===== config.mk =====
export PLATFORM = sky130hd
export DESIGN_NAME = date_string_to_day_count
export DESIGN_NICKNAME = d
export VERILOG_FILES = /design/src/hdl/dsdc_pkg.sv /design/src/hdl/dsdc_parser.sv /design/src/hdl/dsdc_calc.sv /design/src/hdl/date_string_to_day_count.sv
export SDC_FILE = /design/constraint.sdc
export NUM_CORES = 1
export LEC_CHECK = 0
export BUFFER_PORTS_ARGS = -buffer_cell sky130_fd_sc_hd__buf_4
export CAP_MARGIN = 20
export CORE_MARGIN = 8
export CORE_UTILIZATION = 60
export CTS_CLUSTER_DIAMETER = 80
export DETAILED_ROUTE_END_ITERATION = 8
export GPL_ROUTABILITY_DRIVEN = 0
export HOLD_SLACK_MARGIN = 0.15
export PLACE_DENSITY = 0.83
export SYNTH_ARGS = -nofsm -noshare
export SYNTH_HDL_FRONTEND = slang
export SYNTH_HIERARCHICAL = 1
export SYNTH_SLANG_ARGS = --single-unit

===== constraint.sdc =====
create_clock -name clk -period 12.4 [get_ports clk]
set_input_delay 1.86 -clock clk [delete_from_list [all_inputs] [get_ports clk]]
set_output_delay 1.86 -clock clk [all_outputs]
set_load 0.03 [all_outputs]

===== src/hdl/dsdc_pkg.sv =====
// shared types, constants and month tables for the date string to day count block
// no dependencies; imported by every module of the block

package dsdc_pkg;

  // result status codes
  typedef enum logic [2:0] {
    ST_OK         = 3'd0,
    ST_BAD_FORMAT = 3'd1,
    ST_BAD_MONTH  = 3'd2,
    ST_BAD_YEAR   = 3'd3,
    ST_BAD_DAY    = 3'd4
  } status_t;

  // finished date fields handed from the character parser to the calculator
  typedef struct packed {
    logic [7:0]  month;
    logic [7:0]  day;
    logic [13:0] year;
    logic        format_error;
  } date_fields_t;

  // character codes
  localparam logic [7:0] CH_DASH  = 8'h2D;
  localparam logic [7:0] CH_SLASH = 8'h2F;
  localparam logic [7:0] CH_ZERO  = 8'h30;
  localparam logic [7:0] CH_NINE  = 8'h39;

  // field selector values
  localparam logic [1:0] FIELD_MONTH = 2'd0;
  localparam logic [1:0] FIELD_DAY   = 2'd1;
  localparam logic [1:0] FIELD_YEAR  = 2'd2;

  // accumulator ceilings and year limits
  localparam logic [11:0] MONTH_MAX   = 12'd255;
  localparam logic [11:0] DAY_MAX     = 12'd255;
  localparam logic [17:0] YEAR_MAX    = 18'd16383;
  localparam logic [13:0] YEAR_LIMIT  = 14'd9999;
  localparam logic [13:0] TWO_DIGIT   = 14'd100;
  localparam logic [13:0] CENTURY_19  = 14'd1900;
  localparam logic [13:0] CENTURY_20  = 14'd2000;
  localparam logic [13:0] BASE_RESET  = 14'd1980;
  localparam logic [3:0]  MONTH_FEB   = 4'd2;
  localparam logic [3:0]  MONTH_DEC   = 4'd12;
  localparam logic [8:0]  DAYS_YEAR   = 9'd365;

  // reciprocal of 100: floor(x * 5243 / 2^19) == floor(x / 100) for x below 43690
  localparam logic [12:0] RECIP_100   = 13'd5243;
  localparam int          RECIP_SHIFT = 19;

  // days in each month of a common year, zero for codes that are no month
  function automatic logic [4:0] month_len(input logic [3:0] m);
    logic [4:0] len;
    unique case (m)
      4'd1, 4'd3, 4'd5, 4'd7, 4'd8, 4'd10, 4'd12: len = 5'd31;
      4'd4, 4'd6, 4'd9, 4'd11:                    len = 5'd30;
      4'd2:                                       len = 5'd28;
      default:                                    len = 5'd0;
    endcase
    return len;
  endfunction

  // days of a common year that come before the first of the month
  function automatic logic [8:0] days_before(input logic [3:0] m);
    logic [8:0] days;
    unique case (m)
      4'd2:    days = 9'd31;
      4'd3:    days = 9'd59;
      4'd4:    days = 9'd90;
      4'd5:    days = 9'd120;
      4'd6:    days = 9'd151;
      4'd7:    days = 9'd181;
      4'd8:    days = 9'd212;
      4'd9:    days = 9'd243;
      4'd10:   days = 9'd273;
      4'd11:   days = 9'd304;
      4'd12:   days = 9'd334;
      default: days = 9'd0;
    endcase
    return days;
  endfunction

endpackage


===== src/hdl/dsdc_parser.sv =====
// character parser: decimal field accumulators and field separator tracking
// depends on dsdc_pkg; hands the finished fields of a string to dsdc_calc

module dsdc_parser (
  input  logic                  clk,
  input  logic                  rst,
  input  logic                  in_valid,
  output logic                  in_stall,
  input  logic [7:0]            char_code,
  input  logic                  last_char,
  output logic                  fields_valid,
  output dsdc_pkg::date_fields_t fields,
  input  logic                  fields_ready
);
  import dsdc_pkg::*;

  logic [7:0]  month_accum;
  logic [7:0]  day_accum;
  logic [13:0] year_accum;
  logic [1:0]  field_index;
  logic        format_error;

  logic [7:0]  month_accum_next;
  logic [7:0]  day_accum_next;
  logic [13:0] year_accum_next;
  logic [1:0]  field_index_next;
  logic        format_error_next;

  logic        accept;
  logic        is_sep;
  logic        is_digit;
  logic [3:0]  digit;
  logic [11:0] month_x10;
  logic [11:0] day_x10;
  logic [17:0] year_x10;

  // hold the input only while a finished string waits for the calculator
  assign in_stall = fields_valid && !fields_ready;
  assign accept   = in_valid && !in_stall;

  // character class
  assign is_sep   = (char_code == CH_DASH) || (char_code == CH_SLASH);
  assign is_digit = (char_code >= CH_ZERO) && (char_code <= CH_NINE);
  assign digit    = char_code[3:0];

  // times ten plus digit, as shifts and adds
  assign month_x10 = (12'(month_accum) << 3) + (12'(month_accum) << 1) + 12'(digit);
  assign day_x10   = (12'(day_accum) << 3) + (12'(day_accum) << 1) + 12'(digit);
  assign year_x10  = (18'(year_accum) << 3) + (18'(year_accum) << 1) + 18'(digit);

  // accumulator update for one character
  always_comb begin
    month_accum_next  = month_accum;
    day_accum_next    = day_accum;
    year_accum_next   = year_accum;
    field_index_next  = field_index;
    format_error_next = format_error;
    if (is_sep) begin
      if (field_index >= FIELD_YEAR) begin
        format_error_next = 1'b1;
      end else begin
        field_index_next = field_index + 2'd1;
      end
    end else if (is_digit) begin
      if (field_index == FIELD_MONTH) begin
        month_accum_next = (month_x10 > MONTH_MAX) ? MONTH_MAX[7:0] : month_x10[7:0];
      end else if (field_index == FIELD_DAY) begin
        day_accum_next = (day_x10 > DAY_MAX) ? DAY_MAX[7:0] : day_x10[7:0];
      end else begin
        year_accum_next = (year_x10 > YEAR_MAX) ? YEAR_MAX[13:0] : year_x10[13:0];
      end
    end else begin
      format_error_next = 1'b1;
    end
  end

  // accumulators, cleared after the last character of a string
  always_ff @(posedge clk) begin
    if (rst) begin
      month_accum  <= '0;
      day_accum    <= '0;
      year_accum   <= '0;
      field_index  <= FIELD_MONTH;
      format_error <= 1'b0;
    end else if (accept) begin
      if (last_char) begin
        month_accum  <= '0;
        day_accum    <= '0;
        year_accum   <= '0;
        field_index  <= FIELD_MONTH;
        format_error <= 1'b0;
      end else begin
        month_accum  <= month_accum_next;
        day_accum    <= day_accum_next;
        year_accum   <= year_accum_next;
        field_index  <= field_index_next;
        format_error <= format_error_next;
      end
    end
  end

  // finished fields register: a new string refills it, else it empties when taken
  always_ff @(posedge clk) begin
    if (rst) begin
      fields_valid <= 1'b0;
    end else if (accept && last_char) begin
      fields_valid <= 1'b1;
    end else if (fields_ready) begin
      fields_valid <= 1'b0;
    end
  end

  always_ff @(posedge clk) begin
    if (accept && last_char) begin
      fields.month        <= month_accum_next;
      fields.day          <= day_accum_next;
      fields.year         <= year_accum_next;
      fields.format_error <= format_error_next;
    end
  end

endmodule


===== src/hdl/dsdc_calc.sv =====
// day count calculator: year window, range checks, leap counts and day sum
// depends on dsdc_pkg; takes finished fields from dsdc_parser, drives the result register

module dsdc_calc (
  input  logic                   clk,
  input  logic                   rst,
  input  logic                   fields_valid,
  input  dsdc_pkg::date_fields_t fields,
  output logic                   fields_ready,
  input  logic [13:0]            year_base,
  output logic                   out_valid,
  input  logic                   out_stall,
  output dsdc_pkg::status_t      out_status,
  output logic [21:0]            out_count
);
  import dsdc_pkg::*;

  // stage registers
  logic        v2, v3, v4;
  logic [13:0] s2_year;
  status_t     s2_status;
  logic [3:0]  s2_month;
  logic [7:0]  s2_day;
  logic [13:0] s3_year;
  status_t     s3_status;
  logic [3:0]  s3_month;
  logic [7:0]  s3_day;
  logic [8:0]  s3_c100_y;
  logic [8:0]  s3_c100_b;
  status_t     s4_status;
  logic [9:0]  s4_doy;
  logic [12:0] s4_leap_diff;
  logic [21:0] s4_days365;

  logic        rdy_out, rdy4, rdy3;

  // stage a signals
  logic signed [15:0] window;
  logic               add_2000;
  logic [13:0]        year_a;
  status_t            status_a;

  // stage b signals
  logic [14:0] y99;
  logic [14:0] b99;
  logic [27:0] prod_y;
  logic [27:0] prod_b;

  // stage c signals
  logic [14:0] y_round;
  logic        div4, div100, div400, leap;
  logic [4:0]  feb, limit;
  logic        day_bad;
  status_t     status_c;
  logic [9:0]  doy_c;
  logic [12:0] leap_diff_c;
  logic [13:0] year_diff;
  logic [22:0] days365_c;

  // stage d signals
  logic [21:0] total;

  // number of leap years below y, given c100 = ceil(y / 100)
  function automatic logic [12:0] leaps_below(input logic [13:0] y, input logic [8:0] c100);
    logic [14:0] c4;
    logic [9:0]  c400;
    c4   = (15'(y) + 15'd3) >> 2;
    c400 = (10'(c100) + 10'd3) >> 2;
    return c4[12:0] - 13'(c100) + 13'(c400);
  endfunction

  // stall chain: a stage moves on when the next one is empty or moving
  assign rdy_out      = !out_valid || !out_stall;
  assign rdy4         = !v4 || rdy_out;
  assign rdy3         = !v3 || rdy4;
  assign fields_ready = !v2 || rdy3;

  // stage a: two-digit year window, format, month and year checks
  assign window   = signed'({2'b00, year_base}) - signed'({2'b00, CENTURY_19});
  assign add_2000 = signed'({2'b00, fields.year}) < window;

  always_comb begin
    year_a = fields.year;
    if (fields.year < TWO_DIGIT) begin
      year_a = fields.year + (add_2000 ? CENTURY_20 : CENTURY_19);
    end
  end

  always_comb begin
    priority if (fields.format_error) begin
      status_a = ST_BAD_FORMAT;
    end else if (fields.month == 8'd0 || fields.month > 8'(MONTH_DEC)) begin
      status_a = ST_BAD_MONTH;
    end else if (year_a > YEAR_LIMIT || year_a < year_base) begin
      status_a = ST_BAD_YEAR;
    end else begin
      status_a = ST_OK;
    end
  end

  always_ff @(posedge clk) begin
    if (rst) begin
      v2 <= 1'b0;
    end else if (fields_ready) begin
      v2 <= fields_valid;
    end
  end

  always_ff @(posedge clk) begin
    if (fields_ready) begin
      s2_year   <= year_a;
      s2_status <= status_a;
      s2_month  <= fields.month[3:0];
      s2_day    <= fields.day;
    end
  end

  // stage b: ceil(year / 100) by reciprocal multiply, for the year and the base year
  assign y99    = 15'(s2_year) + 15'd99;
  assign b99    = 15'(year_base) + 15'd99;
  assign prod_y = 28'(y99) * 28'(RECIP_100);
  assign prod_b = 28'(b99) * 28'(RECIP_100);

  always_ff @(posedge clk) begin
    if (rst) begin
      v3 <= 1'b0;
    end else if (rdy3) begin
      v3 <= v2;
    end
  end

  always_ff @(posedge clk) begin
    if (rdy3) begin
      s3_year   <= s2_year;
      s3_status <= s2_status;
      s3_month  <= s2_month;
      s3_day    <= s2_day;
      s3_c100_y <= prod_y[RECIP_SHIFT +: 9];
      s3_c100_b <= prod_b[RECIP_SHIFT +: 9];
    end
  end

  // stage c: leap year, day check, day of year, leap difference, whole years
  assign y_round = (15'(s3_c100_y) << 6) + (15'(s3_c100_y) << 5) + (15'(s3_c100_y) << 2);
  assign div4    = (s3_year[1:0] == 2'b00);
  assign div100  = (y_round == 15'(s3_year));
  assign div400  = div100 && (s3_c100_y[1:0] == 2'b00);
  assign leap    = (div4 && !div100) || div400;
  assign feb     = leap ? 5'd29 : 5'd28;
  assign limit   = (s3_month == MONTH_FEB) ? feb : month_len(s3_month);
  assign day_bad = (s3_day == 8'd0) || (s3_day > 8'(limit));

  assign status_c = (s3_status == ST_OK && day_bad) ? ST_BAD_DAY : s3_status;
  assign doy_c    = 10'(s3_day) + 10'(days_before(s3_month))
                  + 10'(leap && s3_month > MONTH_FEB);
  assign leap_diff_c = leaps_below(s3_year, s3_c100_y) - leaps_below(year_base, s3_c100_b);
  assign year_diff   = s3_year - year_base;
  assign days365_c   = 23'(year_diff) * 23'(DAYS_YEAR);

  always_ff @(posedge clk) begin
    if (rst) begin
      v4 <= 1'b0;
    end else if (rdy4) begin
      v4 <= v3;
    end
  end

  always_ff @(posedge clk) begin
    if (rdy4) begin
      s4_status    <= status_c;
      s4_doy       <= doy_c;
      s4_leap_diff <= leap_diff_c;
      s4_days365   <= days365_c[21:0];
    end
  end

  // stage d: final sum, zero on any error
  assign total = s4_days365 + 22'(s4_leap_diff) + 22'(s4_doy);

  always_ff @(posedge clk) begin
    if (rst) begin
      out_valid <= 1'b0;
    end else if (rdy_out) begin
      out_valid <= v4;
    end
  end

  always_ff @(posedge clk) begin
    if (rdy_out) begin
      out_status <= s4_status;
      out_count  <= (s4_status == ST_OK) ? total : '0;
    end
  end

endmodule


===== src/hdl/date_string_to_day_count.sv =====
// top level of the date string to day count block
// depends on dsdc_pkg, dsdc_parser and dsdc_calc

// Reads a month-day-year date string one character per cycle while in_stall is low
// ('-' or '/' between fields); on the character marked last_char, returns a status and
// the day count since January 1 of base_year (that day is 1; the count is 0 on any error).
// A string passes from the parser's fields register through a four-stage pipeline (year
// window and checks, reciprocal divide by 100, leap and day-of-year terms, sum) into the
// result register. The input stalls only when these are all full behind a stalled result.
// base_year resets to 1980 and must be written through the cfg port only while no string
// is in flight; the block itself does not enforce this.

module date_string_to_day_count (
  input  logic        clk,
  input  logic        rst,
  input  logic        cfg_valid,
  output logic        cfg_ready,
  input  logic [13:0] base_year,
  input  logic        in_valid,
  output logic        in_stall,
  input  logic [7:0]  char_code,
  input  logic        last_char,
  output logic        out_valid,
  input  logic        out_stall,
  output logic [2:0]  status,
  output logic [21:0] day_count
);
  import dsdc_pkg::*;

  logic         year_base;
  logic [13:0]  year_base_reg;
  logic         fields_valid;
  logic         fields_ready;
  date_fields_t fields;
  status_t      result_status;

  // configuration register, always ready
  assign cfg_ready = 1'b1;
  assign year_base = cfg_valid && cfg_ready;

  always_ff @(posedge clk) begin
    if (rst) begin
      year_base_reg <= BASE_RESET;
    end else if (year_base) begin
      year_base_reg <= base_year;
    end
  end

  // character parser
  dsdc_parser u_parser (
    .clk          (clk),
    .rst          (rst),
    .in_valid     (in_valid),
    .in_stall     (in_stall),
    .char_code    (char_code),
    .last_char    (last_char),
    .fields_valid (fields_valid),
    .fields       (fields),
    .fields_ready (fields_ready)
  );

  // day count pipeline and result register
  dsdc_calc u_calc (
    .clk          (clk),
    .rst          (rst),
    .fields_valid (fields_valid),
    .fields       (fields),
    .fields_ready (fields_ready),
    .year_base    (year_base_reg),
    .out_valid    (out_valid),
    .out_stall    (out_stall),
    .out_status   (result_status),
    .out_count    (day_count)
  );

  assign status = result_status;

  // an error result carries no day count
  assert property (@(posedge clk) disable iff (rst)
    (out_valid && result_status != ST_OK) |-> (day_count == 22'd0))
    else $error("error result with nonzero day count");

  // a good date counts at least its own day
  assert property (@(posedge clk) disable iff (rst)
    (out_valid && result_status == ST_OK) |-> (day_count != 22'd0))
    else $error("good result with zero day count");

  // the input stalls only behind a stalled result
  assert property (@(posedge clk) disable iff (rst)
    in_stall |-> (out_valid && out_stall))
    else $error("input stalled while the result side can move");

endmodule

### Word-level counts from Yosys, hierarchy flattened

Memory sizes are Yosys's and may differ from the RTL's. A register that Yosys moved wholly into a read port is not among the register bits.
Index checks and enable logic that the tools add are counted.
W data, S select, Z words.

* RAM bits: 0
* flip-flop bits (word level): 232
* memories: 2
* ROM bits: 224
* output and inout port bits: 28
* bits in latches: 0

* div/mod/pow operators: 0
* bitwise logic cells: 0
* shift-type cells: 0
* reduce and logical (&&, ||, !) cells: 36
* $add $sub $neg: 27
* muxes and demuxes: 34
* eq/ne operators: 6
* multiply operators: 3
* magnitude comparators: 13

Memories
* (no name shown): depth 16, bits a word 9, read ports 1, clocked after Yosys merged registers in 1, write ports 0, RTL line dsdc_pkg.sv:66 `unique case (m)`
* (no name shown): depth 16, bits a word 5, read ports 1, clocked after Yosys merged registers in 1, write ports 0, RTL line dsdc_pkg.sv:54 `unique case (m)`

Operators by type and width (number)
* $mux W14: 7
* $mux W8: 12
* $mul A15 B13 Y28 const B: 2
* $add A14 B2 Y15 const B: 2
* $add A14 B7 Y15 const B: 2
* $add A13 B8 Y13: 2
* $sub A13 B9 Y13: 2
* $add A11 B9 Y12: 2
* $add A12 B4 Y12: 2
* $gt A12 B8 Y1 const B: 2
* $add A22 B10 Y22: 1
* $add A22 B13 Y22: 1
* $mul A14 B9 Y22 const B: 1
* $add A9 B2 Y10 const B: 2
* $add A17 B15 Y18: 1
* $add A18 B4 Y18: 1
* $gt A18 B14 Y1 const B: 1
* $eq A8 B6 Y1 const B: 2
* $logic_not A8 Y1: 2
* $lt A15 B16 Y1: 1
* $add A15 B11 Y15: 1
* $add A15 B14 Y15: 1
* $eq A15 B14 Y1: 1
* $sub A14 B11 Y15 const B: 1
* 30 further kinds: 67

### Longest topological paths before layout

* depth in word-level cells: 11
* gate-level depth with buffers: 30

### Modules after synthesis

The synthesis kept the hierarchy.

Modules (own cells, without submodules)
* dsdc_calc: area each 20697.4 sq um, sequential area each 4734.5 sq um, times used 1, cells an instance 1999
* dsdc_parser: area each 4606.9 sq um, sequential area each 1611.5 sq um, times used 1, cells an instance 481
* date_string_to_day_count: area each 541.8 sq um, sequential area each 280.3 sq um, times used 1, cells an instance 47

### Worst setup path before layout

No wires, ideal clock.

* path type: reg-to-reg
* from: register year_base_reg[0]
* to: register u_calc.s3_c100_b[8] (data pin)
* path buffers: 0
* library setup time: 0.260 ns
* setup slack: 5.689 ns
* arrival: 6.451 ns
* cell stages (with the launch flop): 25
* path through: dfxtp_1 > inv_1 > ha_1 > nor2b_1 > and2_0 > or3_1 > nand2_1 > xnor2_1 > ha_1 > fa_1 > fa_1 > inv_1 > fa_1 > fa_1 > inv_1 > ha_1 > or4_1 > a21oi_1 > o21ai_1 > a21oi_1 > o31ai_1 > a2111oi_0 > o31ai_1 > a21oi_1 > xnor2_1

* cells in the longest elaborated chain, start to end: 2

RTL lines
* from (decl): RTL line date_string_to_day_count.sv:31 `logic [13:0] year_base_reg;`
* from (signal assigned): RTL line date_string_to_day_count.sv:45 `year_base_reg <= base_year;`
* $add A14 B7 Y15: RTL line dsdc_calc.sv:120 `assign b99 = 15'(year_base) + 15'd99;`
* $mul A15 B13 Y28: RTL line dsdc_calc.sv:122 `assign prod_b = 28'(b99) * 28'(RECIP_100);`
* net u_calc.prod_b[27]: RTL line dsdc_calc.sv:47 `logic [27:0] prod_b;`
* to (signal assigned): RTL line dsdc_calc.sv:139 `s3_c100_b <= prod_b[RECIP_SHIFT +: 9];`
* to (decl): RTL line dsdc_calc.sv:29 `logic [8:0] s3_c100_b;`

The timed path passes the listed nets, and every way through them passes these cells.
A chain may end at the register's enable or synchronous reset.

### Worst setup path in the final report

Ends and elaborated chain as after synthesis.

==> summary.md <==
| Metric | Value |
|---|---|
| Core Util, Final | `64.6%` |
| Overflow after GRT | `0` |
| CP most frequent cell | `fa_1` |
| Die Height | `between 200 and 250 um` |
| DRT iter0 DRCs | `1212` |
| Crit path capture type | `register` |
| Max FFs per register | `31` |
| Avg WL per Cell | `around 19 um` |
| # DRC | `0` |
| IO Count | `56` |
| Total GRT Usage | `23.5%` |
| Yosys cell types | `96` |
| Post-CTS Setup Inserts | `0` |
| Final Skew | `0.0102 ns` |
| Final max-slew violation count | `0` |
| Worst EP arrival | `7.86 ns` |
| Clock root cell | `clkbuf_16` |
| Part of the cycle the worst path needs | `about 61%` |
| Sequential area share after synthesis | `25.6%` |
| Critical Path RT | `12.70 ns` |
| Top-count cell post-synth | `inv_1` |
| # setup viols final | `0` |
| Setup crit start kind | `register` |
| Outcome | `completed` |
| Crit path kind | `register to register` |
| P&R area growth vs syn | `7.03%` |
| Area of the multi-input gates | `17300 um2` |
| First-pass GRT wire length | `96.8 mm` |
| Reg clk slew, reported paths | `0.06 ns` |
| Detail Route Antenna Nets | `0` |
| Top cells by area, synth | `edfxtp_1 (21%), ha_1 (21%), fa_1 (19%), inv_1 (6.4%), dfxtp_1 (5.0%)` |
| Most area-hungry cell type in the Yosys netlist | `edfxtp_1` |
| Maximum clock rate | `132 MHz` |
| Number of synthesized flops with an enable pin | `roughly 180` |
| Post-synth top flop | `edfxtp_1` |
| Critical path peak fanout | `7` |
| Vias | `18600` |
| Ys async rst share | `0%` |
| H-tree depth | `1` |
| Insertion delay to the later sink of the worst-skew pair | `about 0.55 ns` |
| Final-stage net count | `3272` |
| Core area | `42800 um2` |
| Drt pass-1 iters | `6` |
| Fin. Hold Viols | `0` |
| Clock Sink Count | `242` |
| Max Cap Viol | `0` |
| Antenna diodes | `0` |
| # resized after CTS | `0` |
| Clk buf depth | `3` |
| Syn_nets | `3221` |
| Warnings, synthesis | `6` |
| Share of layout cells above drive strength 1 | `5.85%` |
| Antenna violations before repair | `0` |
| Hold Crit Class | `register to register` |
| Routed Wire Length | `58.3 mm` |
| Die X | `224 um` |
| Setup tns final | `0 ns` |
| Hold Buf Count CTS | `0` |
| Die area | `50000 um2` |
| Max_slew headroom | `30.5%` |
| Yosys top cell area share | `20.7%` |
| Top cells by count, synth | `inv_1 (444), ha_1 (425), fa_1 (241), edfxtp_1 (178), nor2_1 (139)` |
| Largest net degree at the start of global routing | `49` |
| Mapped Cells | `2527` |
| Slowest CP cell | `xnor2_1` |
| Fillers | `3184` |
| Min Tclk post-route | `7.56 ns` |
| Sequential cell area | `6630 um2` |
| Detailed Place HPWL | `48.3 mm` |
| Syn Area/Cell | `10.2 um2` |
| Slew @ Worst Pin | `1.01 ns` |
| Synthesized cell area | `25800 um2` |
| Critical path's largest stage delay | `0.73 ns` |
| Vias in the first global route | `19832` |
| IO buf count | `54` |
| CTS tree | `built` |
| Flops & latches, synth | `242` |
| Biggest register | `u_parser/fields` |
| Starting Density | `a little over 60%` |
| Crit-path cells | `inv_1, ha_1, nor2b_1, and2_0, or3_1, nand2_1, xnor2_1, ha_1, fa_1, fa_1, inv_1, fa_1, fa_1, inv_1, ha_1, or4_1, a21oi_1, o21ai_1, a21oi_1, o31ai_1, a2111oi_0, o31ai_1, a21oi_1, xnor2_1` |
| Regs by FF count | `u_parser/fields: 31 flops, u_calc/out_count: 22 flops, u_calc/s4_days365: 22 flops` |
| Vias per cell | `between 5 and 6` |
| Site Rows | `76` |
| Number of buffers created by CTS | `27` |
| RSZ-0062 raised after global routing | `false` |
## layer usage
layer	track usage (%)	part of all wire (%)	wire, um
met2	42.2	50	29100
met1	28.0	39	22700
met5	0	0	0
met3	4.07	7.6	4430
met4	8.50	3.7	2160
## placed cells by master (no fill, tap or decap), drive strengths merged, types with 69 or more instances in the layout
cell / Yosys / routed
xnor2: 118 / 118
o21ai: 72 / 72
edfxtp: 178 / 178
buf: 18 / 69
nor2: 139 / 139
ha: 425 / 425
fa: 241 / 241
a21oi: 108 / 108
nand2: 117 / 117
inv: 446 / 449
## metrics by stage
step | setup WS, ns | hold slack (ns) | cell area [um2] | std cells
floorplan | 5.69 | 0.400 | 25800 | 2527
global placement | 5.17 | 0.401 | 26800 | 3092
detailed placement | 4.86 | 0.407 | 26800 | 3093
CTS | 4.85 | 0.418 | 27600 | 3141
global route | 4.34 | 0.420 | 27700 | 3143
finish | 4.84 | 0.420 | 27700 | 3143
## layout make-up
| cell class | instances | share of cell area [%] |
|---|---|---|
| multi-input cells | 1791 | 62.5 |
| flip-flops and latches | 242 | 24.0 |
| inverters | 447 | 6.07 |
| clock buffers | 29 | 2.47 |
| well taps | 546 | 2.47 |
| repair buffers | 69 | 1.89 |
| clock inverters | 19 | 0.638 |
## worst paths after layout
check | from | to | slack (ns) | cells past startpoint
worst max-delay path | year_base_reg[0] | u_calc/s3_c100_b[8] | 4.84 | 24
worst min-delay path | u_calc/s2_day[3] | u_calc/s3_day[3] | 0.42 | 0
worst max register to register | year_base_reg[0] | u_calc/s3_c100_b[8] | 4.84 | 24
worst min register to register | u_calc/s2_day[3] | u_calc/s3_day[3] | 0.42 | 0
## critical path, delay by kind of cell, from the launching register on
kind / cells / cell delay [ns]
AO/OA/AOI/OAI: 7 / 1.60
AND/OR/NAND/NOR: 5 / 1.21
adder cells (fa/ha/maj): 7 / 2.95
XOR/XNOR: 2 / 0.81
flip-flops: 1 / 0.47
buffers and inverters: 3 / 0.26
## logic make-up after synthesis
family | after synthesis | synth area share [%]
fa+ha+maj | 666 | 39.2
simple gates | 514 | 9.98
buf+inv | 494 | 7.48
compound gates | 412 | 10.8
flops | 242 | 25.6
xor+xnor | 177 | 6.00
mux | 21 | 0.828
other cells | 1 | 0.0145
Power is left out: the tool's default activity adds up to more than one toggle a clock period on the data nets, which glitch-free logic cannot reach.
